===== config.mk =====
export PLATFORM = sky130hd
export DESIGN_NAME = j3_2_track_message_decode
export DESIGN_NICKNAME = d
export VERILOG_FILES = /design/src/design/j3tmd_pkg.sv /design/src/design/j3tmd_angle.sv /design/src/design/j3_2_track_message_decode.sv
export VERILOG_INCLUDE_DIRS = /design/src /design/src/design
export SDC_FILE = /design/constraint.sdc
export NUM_CORES = 2
export LEC_CHECK = 0
export BUFFER_PORTS_ARGS = -buffer_cell sky130_fd_sc_hd__buf_2
export CORE_MARGIN = 2
export CORE_UTILIZATION = 58
export CTS_CLUSTER_DIAMETER = 60
export DETAILED_ROUTE_END_ITERATION = 16
export HOLD_SLACK_MARGIN = 0.02
export PLACE_DENSITY = 0.78
export SYNTH_ARGS = -nofsm -noshare
export SYNTH_HDL_FRONTEND = slang
export SYNTH_SLANG_ARGS = --single-unit

===== constraint.sdc =====
create_clock -name i_clk -period 9.3 [get_ports i_clk]
set_input_delay 2.79 -clock i_clk [delete_from_list [all_inputs] [get_ports i_clk]]
set_output_delay 2.79 -clock i_clk [all_outputs]
set_load 0.05 [all_outputs]

===== src/design/j3_2_track_message_decode_macros.svh =====
// Assertion macros for the J3.2 track message decoder.
// Needs i_clk and i_rst_n in the scope of the module that uses them.
`ifndef J3_2_TRACK_MESSAGE_DECODE_MACROS_SVH
`define J3_2_TRACK_MESSAGE_DECODE_MACROS_SVH

// Same-cycle implication, switched off while reset is held.
`define J3TMD_ASSERT_NOW(lbl, ante, cons, msg) \
    lbl: assert property (@(posedge i_clk) disable iff (!i_rst_n) (ante) |-> (cons)) \
        else $error(msg);

// Next-cycle implication, switched off while reset is held.
`define J3TMD_ASSERT_NEXT(lbl, ante, cons, msg) \
    lbl: assert property (@(posedge i_clk) disable iff (!i_rst_n) (ante) |=> (cons)) \
        else $error(msg);

`endif


===== src/design/j3tmd_pkg.sv =====
// Shared types and constants of the J3.2 track message decoder.
// No dependencies; used by the angle unit and the top level.
`timescale 1ns / 1ps
`default_nettype none

package j3tmd_pkg;

    // One input word: the five message words as they leave the receiver.
    typedef struct packed {
        logic [31:0] initial_word0;
        logic [5:0]  initial_word1_low;
        logic [31:0] ext_word0;
        logic [31:0] ext_word1;
        logic [5:0]  ext_word2_low;
    } t_in_word;

    // One output word: the decoded message.
    typedef struct packed {
        logic [7:0]  message_type;
        logic [18:0] track_number;
        logic [7:0]  status_flags;
        logic [19:0] course_speed;
        logic [1:0]  lat_hemisphere;
        logic [6:0]  lat_degrees;
        logic [5:0]  lat_minutes;
        logic [15:0] lat_millisec;
        logic [1:0]  lon_hemisphere;
        logic [7:0]  lon_degrees;
        logic [5:0]  lon_minutes;
        logic [15:0] lon_millisec;
    } t_out_word;

    // Hemisphere codes.
    localparam logic [1:0] HEMI_POS  = 2'd0;   // north or east
    localparam logic [1:0] HEMI_NEG  = 2'd1;   // south or west
    localparam logic [1:0] HEMI_NONE = 2'd2;   // no statement

    // Position code widths; the scale is all ones below the top bit.
    localparam int unsigned LAT_CODE_W = 21;
    localparam int unsigned LON_CODE_W = 22;
    localparam int unsigned LAT_SPAN   = 90;
    localparam int unsigned LON_SPAN   = 180;
    localparam int unsigned LAT_DEG_W  = 7;
    localparam int unsigned LON_DEG_W  = 8;
    localparam int unsigned MIN_W      = 6;
    localparam int unsigned MSEC_W     = 16;

    localparam int unsigned MS_PER_DEG  = 3600000;
    localparam int unsigned MS_PER_MIN  = 60000;
    localparam int unsigned MIN_PER_DEG = 60;

    // Register stages through the angle units.
    localparam int unsigned ANG_STAGES = 10;

endpackage

`default_nettype wire


===== src/design/j3tmd_angle.sv =====
// Pipelined conversion of one position code into hemisphere, degrees,
// minutes and milliseconds. Depends on j3tmd_pkg; stage enables come from the top.
`timescale 1ns / 1ps
`default_nettype none

module j3tmd_angle #(
    parameter int unsigned CODE_W = j3tmd_pkg::LAT_CODE_W,
    parameter int unsigned SPAN   = j3tmd_pkg::LAT_SPAN,
    parameter int unsigned DEG_W  = j3tmd_pkg::LAT_DEG_W
) (
    input  wire logic                            i_clk,
    input  wire logic [j3tmd_pkg::ANG_STAGES-1:0] i_en,
    input  wire logic [CODE_W-1:0]               i_code,
    output logic [1:0]                           o_hemi,
    output logic [DEG_W-1:0]                     o_degrees,
    output logic [j3tmd_pkg::MIN_W-1:0]          o_minutes,
    output logic [j3tmd_pkg::MSEC_W-1:0]         o_millisec
);
    import j3tmd_pkg::*;

    // The scale is 2^SB - 1, so division by it folds the high part of the
    // product back onto the low part. Two folds and one correction suffice
    // while the folded width stays within twice SB.
    localparam int unsigned SB    = CODE_W - 1;
    localparam int unsigned K_MS  = SPAN * MS_PER_DEG;
    localparam int unsigned KW    = $clog2(K_MS + 1);
    localparam int unsigned PW    = SB + KW;
    localparam int unsigned RW    = KW + 1;
    localparam int unsigned R1W   = SB + 1;
    localparam int unsigned TM_W  = $clog2(SPAN * MIN_PER_DEG + 1);
    localparam int unsigned MW    = KW + 31;
    localparam int unsigned DW    = TM_W + 15;
    localparam int unsigned DIF_W = 17;
    localparam int unsigned REM_W = 7;

    // Reciprocals: floor(2^46 / 60000) and floor(2^20 / 60). Both estimates
    // fall short of the true quotient by at most one.
    localparam logic [30:0] RECIP_MIN    = 31'd1172812402;
    localparam int unsigned RECIP_MIN_SH = 46;
    localparam logic [14:0] RECIP_DEG    = 15'd17476;
    localparam int unsigned RECIP_DEG_SH = 20;

    localparam logic [KW-1:0] K_VAL = KW'(K_MS);
    localparam logic [SB-1:0] SCALE = '1;

    logic [1:0]        r_hemi [ANG_STAGES];
    logic [SB-1:0]     r0_code;
    logic [PW-1:0]     r1_prod;
    logic [KW-1:0]     r2_q0;
    logic [RW-1:0]     r2_r0;
    logic [KW-1:0]     r3_q;
    logic [R1W-1:0]    r3_r1;
    logic [KW-1:0]     r4_tot;
    logic [KW-1:0]     r5_tot;
    logic [TM_W-1:0]   r5_test;
    logic [KW-1:0]     r6_tot;
    logic [KW-1:0]     r6_sub;
    logic [TM_W-1:0]   r6_test;
    logic [TM_W-1:0]   r7_tmin;
    logic [MSEC_W-1:0] r7_ms;
    logic [TM_W-1:0]   r8_tmin;
    logic [DEG_W-1:0]  r8_dest;
    logic [MSEC_W-1:0] r8_ms;
    logic [DEG_W-1:0]  r9_deg;
    logic [MIN_W-1:0]  r9_min;
    logic [MSEC_W-1:0] r9_ms;

    logic [1:0]        w_hemi0;
    logic [RW-SB-1:0]  w_q1;
    logic [MW-1:0]     w_pmin;
    logic [KW-1:0]     w_dfull;
    logic [DIF_W-1:0]  w_diff;
    logic [DW-1:0]     w_pdeg;
    logic [TM_W-1:0]   w_rfull;
    logic [REM_W-1:0]  w_rem;

    // Top bit clear: positive half. Top bit set with zero below: no
    // statement, and the zero code then yields zero fields by itself.
    always_comb begin
        if (!i_code[SB]) begin
            w_hemi0 = HEMI_POS;
        end else if (i_code[SB-1:0] == '0) begin
            w_hemi0 = HEMI_NONE;
        end else begin
            w_hemi0 = HEMI_NEG;
        end
    end

    assign w_q1    = r2_r0[RW-1:SB];
    assign w_pmin  = MW'(r4_tot) * MW'(RECIP_MIN);
    assign w_dfull = r6_tot - r6_sub;
    assign w_diff  = w_dfull[DIF_W-1:0];
    assign w_pdeg  = DW'(r7_tmin) * DW'(RECIP_DEG);
    assign w_rfull = r8_tmin - TM_W'(r8_dest) * TM_W'(MIN_PER_DEG);
    assign w_rem   = w_rfull[REM_W-1:0];

    always_ff @(posedge i_clk) begin
        if (i_en[0]) begin
            r_hemi[0] <= w_hemi0;
            r0_code   <= i_code[SB-1:0];
        end
        for (int k = 1; k < ANG_STAGES; k++) begin
            if (i_en[k]) begin
                r_hemi[k] <= r_hemi[k-1];
            end
        end
        // Product code * span * ms per degree.
        if (i_en[1]) begin
            r1_prod <= PW'(r0_code) * PW'(K_VAL);
        end
        // First fold.
        if (i_en[2]) begin
            r2_q0 <= r1_prod[PW-1:SB];
            r2_r0 <= RW'(r1_prod[SB-1:0]) + RW'(r1_prod[PW-1:SB]);
        end
        // Second fold.
        if (i_en[3]) begin
            r3_q  <= r2_q0 + KW'(w_q1);
            r3_r1 <= R1W'(r2_r0[SB-1:0]) + R1W'(w_q1);
        end
        // Remainder below twice the scale: one correction.
        if (i_en[4]) begin
            r4_tot <= r3_q + KW'(r3_r1 >= R1W'(SCALE));
        end
        // Estimate of whole minutes.
        if (i_en[5]) begin
            r5_tot  <= r4_tot;
            r5_test <= w_pmin[RECIP_MIN_SH +: TM_W];
        end
        if (i_en[6]) begin
            r6_tot  <= r5_tot;
            r6_test <= r5_test;
            r6_sub  <= KW'(r5_test) * KW'(MS_PER_MIN);
        end
        // Correct the minute estimate and keep the millisecond remainder.
        if (i_en[7]) begin
            if (w_diff >= DIF_W'(MS_PER_MIN)) begin
                r7_tmin <= r6_test + TM_W'(1);
                r7_ms   <= MSEC_W'(w_diff - DIF_W'(MS_PER_MIN));
            end else begin
                r7_tmin <= r6_test;
                r7_ms   <= MSEC_W'(w_diff);
            end
        end
        // Estimate of whole degrees.
        if (i_en[8]) begin
            r8_tmin <= r7_tmin;
            r8_ms   <= r7_ms;
            r8_dest <= w_pdeg[RECIP_DEG_SH +: DEG_W];
        end
        if (i_en[9]) begin
            r9_ms <= r8_ms;
            if (w_rem >= REM_W'(MIN_PER_DEG)) begin
                r9_deg <= r8_dest + DEG_W'(1);
                r9_min <= MIN_W'(w_rem - REM_W'(MIN_PER_DEG));
            end else begin
                r9_deg <= r8_dest;
                r9_min <= MIN_W'(w_rem);
            end
        end
    end

    assign o_hemi     = r_hemi[ANG_STAGES-1];
    assign o_degrees  = r9_deg;
    assign o_minutes  = r9_min;
    assign o_millisec = r9_ms;

endmodule

`default_nettype wire


===== src/design/j3_2_track_message_decode.sv =====
// Top level of the J3.2 track message decoder: field unpacking, stage
// control and two angle units. Depends on j3tmd_pkg, j3tmd_angle and the macro header.
`timescale 1ns / 1ps
`default_nettype none
`include "j3_2_track_message_decode_macros.svh"

// Channel   Direction  Handshake                Word
// input     in         i_in_valid / o_in_stall  i_in_word  (t_in_word)
// output    out        o_out_valid / i_out_stall o_out_word (t_out_word)
//
// One word is taken per clock cycle while o_in_stall is low; each word passes
// in order through the register stages and leaves from the last one.
// The ten register stages are those of the angle units: code multiply, two
// folds and a correction for the scale, then reciprocal steps for minutes and degrees.
// Reset (synchronous, active low) clears the stage valid bits only.
// A stall freezes only the occupied stages that cannot move on, so empty
// stages still fill and no word is dropped or repeated.

module j3_2_track_message_decode (
    input  wire logic                i_clk,
    input  wire logic                i_rst_n,
    input  wire logic                i_in_valid,
    output logic                     o_in_stall,
    input  wire j3tmd_pkg::t_in_word i_in_word,
    output logic                     o_out_valid,
    input  wire logic                i_out_stall,
    output j3tmd_pkg::t_out_word     o_out_word
);
    import j3tmd_pkg::*;

    // Fields that need no arithmetic ride alongside the angle units.
    typedef struct packed {
        logic [7:0]  message_type;
        logic [18:0] track_number;
        logic [7:0]  status_flags;
        logic [19:0] course_speed;
    } t_side;

    logic [ANG_STAGES-1:0] r_vld;
    logic [ANG_STAGES-1:0] n_vld;
    logic [ANG_STAGES-1:0] w_en;
    t_side                 r_side [ANG_STAGES];
    t_side                 w_side0;
    logic [LAT_CODE_W-1:0] w_lat_code;
    logic [LON_CODE_W-1:0] w_lon_code;

    logic [1:0]            w_lat_hemi;
    logic [LAT_DEG_W-1:0]  w_lat_deg;
    logic [MIN_W-1:0]      w_lat_min;
    logic [MSEC_W-1:0]     w_lat_ms;
    logic [1:0]            w_lon_hemi;
    logic [LON_DEG_W-1:0]  w_lon_deg;
    logic [MIN_W-1:0]      w_lon_min;
    logic [MSEC_W-1:0]     w_lon_ms;

    // Unpack the message words. The label sits above the sublabel in the
    // message type; the track number joins both initial words; the flags
    // gather six bits of the initial word with disused and active from the
    // extension words.
    always_comb begin
        w_side0.message_type = {i_in_word.initial_word0[6:2], i_in_word.initial_word0[9:7]};
        w_side0.track_number = {i_in_word.initial_word1_low, i_in_word.initial_word0[31:19]};
        w_side0.status_flags = {i_in_word.ext_word1[17], i_in_word.ext_word0[25],
                                i_in_word.initial_word0[18:13]};
        w_side0.course_speed = {i_in_word.ext_word1[26:18], i_in_word.ext_word2_low,
                                i_in_word.ext_word1[31:27]};
    end

    assign w_lat_code = i_in_word.ext_word0[24:4];
    assign w_lon_code = {i_in_word.ext_word1[16:0], i_in_word.ext_word0[31:27]};

    // A stage may load when it is empty or when the stage after it loads.
    // The last stage loads when its word is taken or it holds none.
    always_comb begin
        w_en[ANG_STAGES-1] = !r_vld[ANG_STAGES-1] || !i_out_stall;
        for (int k = ANG_STAGES - 2; k >= 0; k--) begin
            w_en[k] = !r_vld[k] || w_en[k+1];
        end
    end

    always_comb begin
        n_vld = r_vld;
        if (w_en[0]) begin
            n_vld[0] = i_in_valid;
        end
        for (int k = 1; k < ANG_STAGES; k++) begin
            if (w_en[k]) begin
                n_vld[k] = r_vld[k-1];
            end
        end
    end

    always_ff @(posedge i_clk) begin
        if (!i_rst_n) begin
            r_vld <= '0;
        end else begin
            r_vld <= n_vld;
        end
    end

    always_ff @(posedge i_clk) begin
        if (w_en[0]) begin
            r_side[0] <= w_side0;
        end
        for (int k = 1; k < ANG_STAGES; k++) begin
            if (w_en[k]) begin
                r_side[k] <= r_side[k-1];
            end
        end
    end

    j3tmd_angle #(
        .CODE_W (LAT_CODE_W),
        .SPAN   (LAT_SPAN),
        .DEG_W  (LAT_DEG_W)
    ) u_lat (
        .i_clk      (i_clk),
        .i_en       (w_en),
        .i_code     (w_lat_code),
        .o_hemi     (w_lat_hemi),
        .o_degrees  (w_lat_deg),
        .o_minutes  (w_lat_min),
        .o_millisec (w_lat_ms)
    );

    j3tmd_angle #(
        .CODE_W (LON_CODE_W),
        .SPAN   (LON_SPAN),
        .DEG_W  (LON_DEG_W)
    ) u_lon (
        .i_clk      (i_clk),
        .i_en       (w_en),
        .i_code     (w_lon_code),
        .o_hemi     (w_lon_hemi),
        .o_degrees  (w_lon_deg),
        .o_minutes  (w_lon_min),
        .o_millisec (w_lon_ms)
    );

    assign o_in_stall  = !w_en[0];
    assign o_out_valid = r_vld[ANG_STAGES-1];

    always_comb begin
        o_out_word.message_type   = r_side[ANG_STAGES-1].message_type;
        o_out_word.track_number   = r_side[ANG_STAGES-1].track_number;
        o_out_word.status_flags   = r_side[ANG_STAGES-1].status_flags;
        o_out_word.course_speed   = r_side[ANG_STAGES-1].course_speed;
        o_out_word.lat_hemisphere = w_lat_hemi;
        o_out_word.lat_degrees    = w_lat_deg;
        o_out_word.lat_minutes    = w_lat_min;
        o_out_word.lat_millisec   = w_lat_ms;
        o_out_word.lon_hemisphere = w_lon_hemi;
        o_out_word.lon_degrees    = w_lon_deg;
        o_out_word.lon_minutes    = w_lon_min;
        o_out_word.lon_millisec   = w_lon_ms;
    end

    // An occupied stage that could not move on still holds a word next cycle.
    `J3TMD_ASSERT_NEXT(a_stalled_stage_kept,
        |(r_vld & ~w_en),
        (r_vld & $past(r_vld & ~w_en)) == $past(r_vld & ~w_en),
        "stalled stage lost its word")
    // The input side is held off only while the first stage is occupied.
    `J3TMD_ASSERT_NOW(a_stall_needs_full_front, o_in_stall, r_vld[0],
        "input stalled with an empty first stage")
    // A latitude without statement carries zero fields.
    `J3TMD_ASSERT_NOW(a_lat_none_zero,
        o_out_valid && (o_out_word.lat_hemisphere == HEMI_NONE),
        (o_out_word.lat_degrees == '0) && (o_out_word.lat_minutes == '0)
            && (o_out_word.lat_millisec == '0),
        "latitude without statement has non-zero fields")
    // Minutes and milliseconds stay inside their ranges.
    `J3TMD_ASSERT_NOW(a_sub_degree_range, o_out_valid,
        (o_out_word.lat_minutes < MIN_W'(MIN_PER_DEG))
            && (o_out_word.lon_minutes < MIN_W'(MIN_PER_DEG))
            && (o_out_word.lat_millisec < MSEC_W'(MS_PER_MIN))
            && (o_out_word.lon_millisec < MSEC_W'(MS_PER_MIN)),
        "minutes or milliseconds out of range")
    // Degrees never pass the span.
    `J3TMD_ASSERT_NOW(a_degree_range, o_out_valid,
        (o_out_word.lat_degrees <= LAT_DEG_W'(LAT_SPAN))
            && (o_out_word.lon_degrees <= LON_DEG_W'(LON_SPAN)),
        "degrees beyond span")

endmodule

`default_nettype wire

==> results.py <==
metrics = {
    "min_path": {
        "hp-class": "register to register",
        "hp-start": "r_side[4][23]",
    },
    "floorplan": {
        "die_h_um": 410,
        "fp.dieW_um": 410,
        "core_area_um2": 164000,
        "rows": 149,
        "dieArea_um2": 168000,
        "initial_core_util_pct": 58.2,
        "ios": 232,
    },
    "clock_network": {
        "clock_path_buffers": 3,
        "cts_resized": 0,
        "clk_latency_ns": 0.79,
        "h-tree-depth": 4,
        "cts_tree": "done",
        "ctsHoldBuffers": 0,
        "cts.sinks": 1294,
        "cts_root_buf": "clkbuf_16",
        "cts_made_buffers": 133,
        "cts_setup_buffers": 0,
        "clkSlewWorstSetupHoldPaths_ns": 0.06,
    },
    "critical_path": {
        "crit_path_start_kind": "register",
        "crit_required_ns": 9.82,
        "cp-end-kind": "register",
        "path_class": "register to register",
        "r2r_start": "u_lat.r4_tot[26]",
        "crit_arrival_ns": 8.65,
        "crit_path_start": "u_lat.r4_tot[26]",
        "worstPathMaxFanout": 8,
    },
    "run_status": {
        "outcome": "complete, no violations",
    },
    "yosys": {
        "synth_edf_count": 1284,
        "yosysTopAreaCellShare_pct": 40.3,
        "synth-seq-area-share_pct": 40.5,
        "ys_ff_latch": 1294,
        "synth.distinct_cells": 93,
        "ys_async_sr_fraction_pct": 0,
        "synth_common_cells": "inv_1 (1792), ha_1 (1362), edfxtp_1 (1284), fa_1 (1079), xnor2_1 (293)",
        "synth_largest_area_cell": "edfxtp_1",
        "syn_nets": 9886,
        "synth_warnings": 0,
        "yosysMostFrequentCell": "inv_1",
        "synth_area_leaders": "edfxtp_1 (40%), fa_1 (23%), ha_1 (18%)",
        "synth_flop_cell": "edfxtp_1",
        "synthCells": 7333,
        "netlist_area_um2": 95700,
        "syn_area_per_cell_um2": 13.1,
    },
    "route": {
        "post_drt_wl_per_cell_um": 19.3,
        "drt_iter0_markers": 3433,
        "drc_errors": 0,
        "wl_mm": 193,
        "first_pass_iters": 6,
        "antenna_left": 0,
        "drt-vias-per-instance": 5.35,
        "vias": 53493,
    },
    "layout": {
        "n_fill_cell": 12113,
        "drive_gt1_share_pct": 6.43,
        "num-nets-final": 10253,
        "final_util_pct": 63.2,
        "multi_input_area_um2": 50200,
        "syn2layout_area_growth_pct": 8.63,
        "seq_area_um2": 38800,
    },
    "run": {
        "max-cap-violations": 0,
    },
    "placed_design": {
        "globalplace.congestion": 0.966,
        "place.port_buffers": 221,
        "dpl.hpwl_mm": 151,
    },
    "global_routing": {
        "antenna_found_initial": 1,
        "grt-ovfl-total": 0,
        "grt_max_degree": 119,
        "grt_pass1_wl_mm": 311,
        "grt_pass1_vias": 58141,
        "grtUsageTotal_pct": 23.9,
    },
    "timing": {
        "relSlewSlack_pct": 22.6,
        "tns_ns": 0,
        "finalCritPeriodShare_pct": 87.4,
        "final-hold-violation-count": 0,
        "fin_crit_ns": 8.13,
        "clock.fmax_mhz": 123,
        "drv_slew": 0,
        "fin_hold_ws_ns": 0.407,
        "worst_pin_slew_ns": 1.16,
        "setup_viol": 0,
        "skew_ns": 0.0499,
        "rsz0062_at_grt": "no",
    },
}
==> cells in the final DEF (no fill, tap or decap), types with 23 or more instances in the layout <==
master / instances
clkbuf_16: 133
clkbuf_1: 26
a21o_1: 90
o21a_1: 28
buf_2: 221
and3_1: 45
fa_1: 1079
o21ai_0: 121
clkinv_2: 25
buf_4: 26
nor4_1: 23
nand3_1: 103
nand2_1: 164
xnor2_1: 293
a21oi_1: 198
xor2_1: 115
nand4_1: 54
nand2b_1: 43
ha_1: 1362
nor2_1: 161
nor3_1: 48
inv_1: 1788
nor2b_1: 34
edfxtp_1: 1284
==> worst paths after layout <==
check | end | depth (start not counted) | slack (ns)
max reg2reg | u_lat.r5_test[6] | 25 | 1.17
min reg2reg | r_side[5][23] | 0 | 0.41
max | u_lat.r5_test[6] | 25 | 1.17
min | r_side[5][23] | 0 | 0.41
==> flip-flops by register name, indices dropped and copies added (netlist names), 22 cells and up <==
name / count
r_side: 550
u_lat.r1_prod: 41
u_lat.r2_r0: 30
u_lat.r4_tot: 29
u_lon.r1_prod: 42
u_lon.r2_r0: 31
u_lon.r3_r1: 22
u_lon.r4_tot: 30
==> kinds of logic (layout without fill, tap and decap cells) <==
group	after synthesis	after routing	synth area share (%)
fa+ha+maj	2441	2441	40.4
buf+inv	1809	2282	7.11
flops	1294	1294	40.5
simple gates	769	769	4.09
compound gates	606	606	4.15
xor+xnor	408	408	3.73
mux	6	6	0.0693
other cells	0	1	0
==> layout make-up <==
type	instances	share of cell area (%)
clock buffers	159	3.29
flip-flops and latches	1294	37.3
well taps	2189	2.63
inverters	1792	6.48
repair buffers	249	1.29
clock inverters	82	0.731
multi-input cells	4230	48.3
diodes	1	0.00241
==> routing by layer <==
metal	track usage [%]	wire length (um)	vias up
met5	0	0	-
met4	7.09	5450	0
met3	4.25	11300	319
met2	40.9	96000	1461
met1	31.1	80100	26636
li1	-	-	25077
==> critical path, cell delays in order (launching register included) <==
cell       delay [ns]
edfxtp_1         0.63
fa_1             0.73
inv_1            0.21
fa_1             0.55
inv_1            0.05
fa_1             0.49
inv_1            0.06
fa_1             0.53
inv_1            0.06
fa_1             0.51
fa_1             0.55
inv_1            0.05
fa_1             0.53
inv_1            0.04
ha_1             0.29
ha_1             0.32
o21ai_0          0.16
nor2_1           0.07
nor4_2           0.17
o32ai_1          0.16
a2111oi_4        0.50
o211ai_2         0.19
and4_4           0.23
or3_4            0.37
a31o_1           0.24
xor2_1           0.14
==> stage by stage <==
| step | worst slack, ns | cells | area, um^2 |
|---|---|---|---|
| 2_1_floorplan | 0.459 | 7333 | 95700 |
| 3_3_place_gp | 1.35 | 9754 | 99800 |
| 3_5_place_dp | 1.27 | 9754 | 99800 |
| 4_1_cts | 1.22 | 9995 | 104000 |
| 5_1_grt | 0.777 | 9996 | 104000 |
| 6_report | 1.17 | 9996 | 104000 |
Power is left out: the tool's default activity adds up to more than one toggle a clock period on the data nets, which glitch-free logic cannot reach.
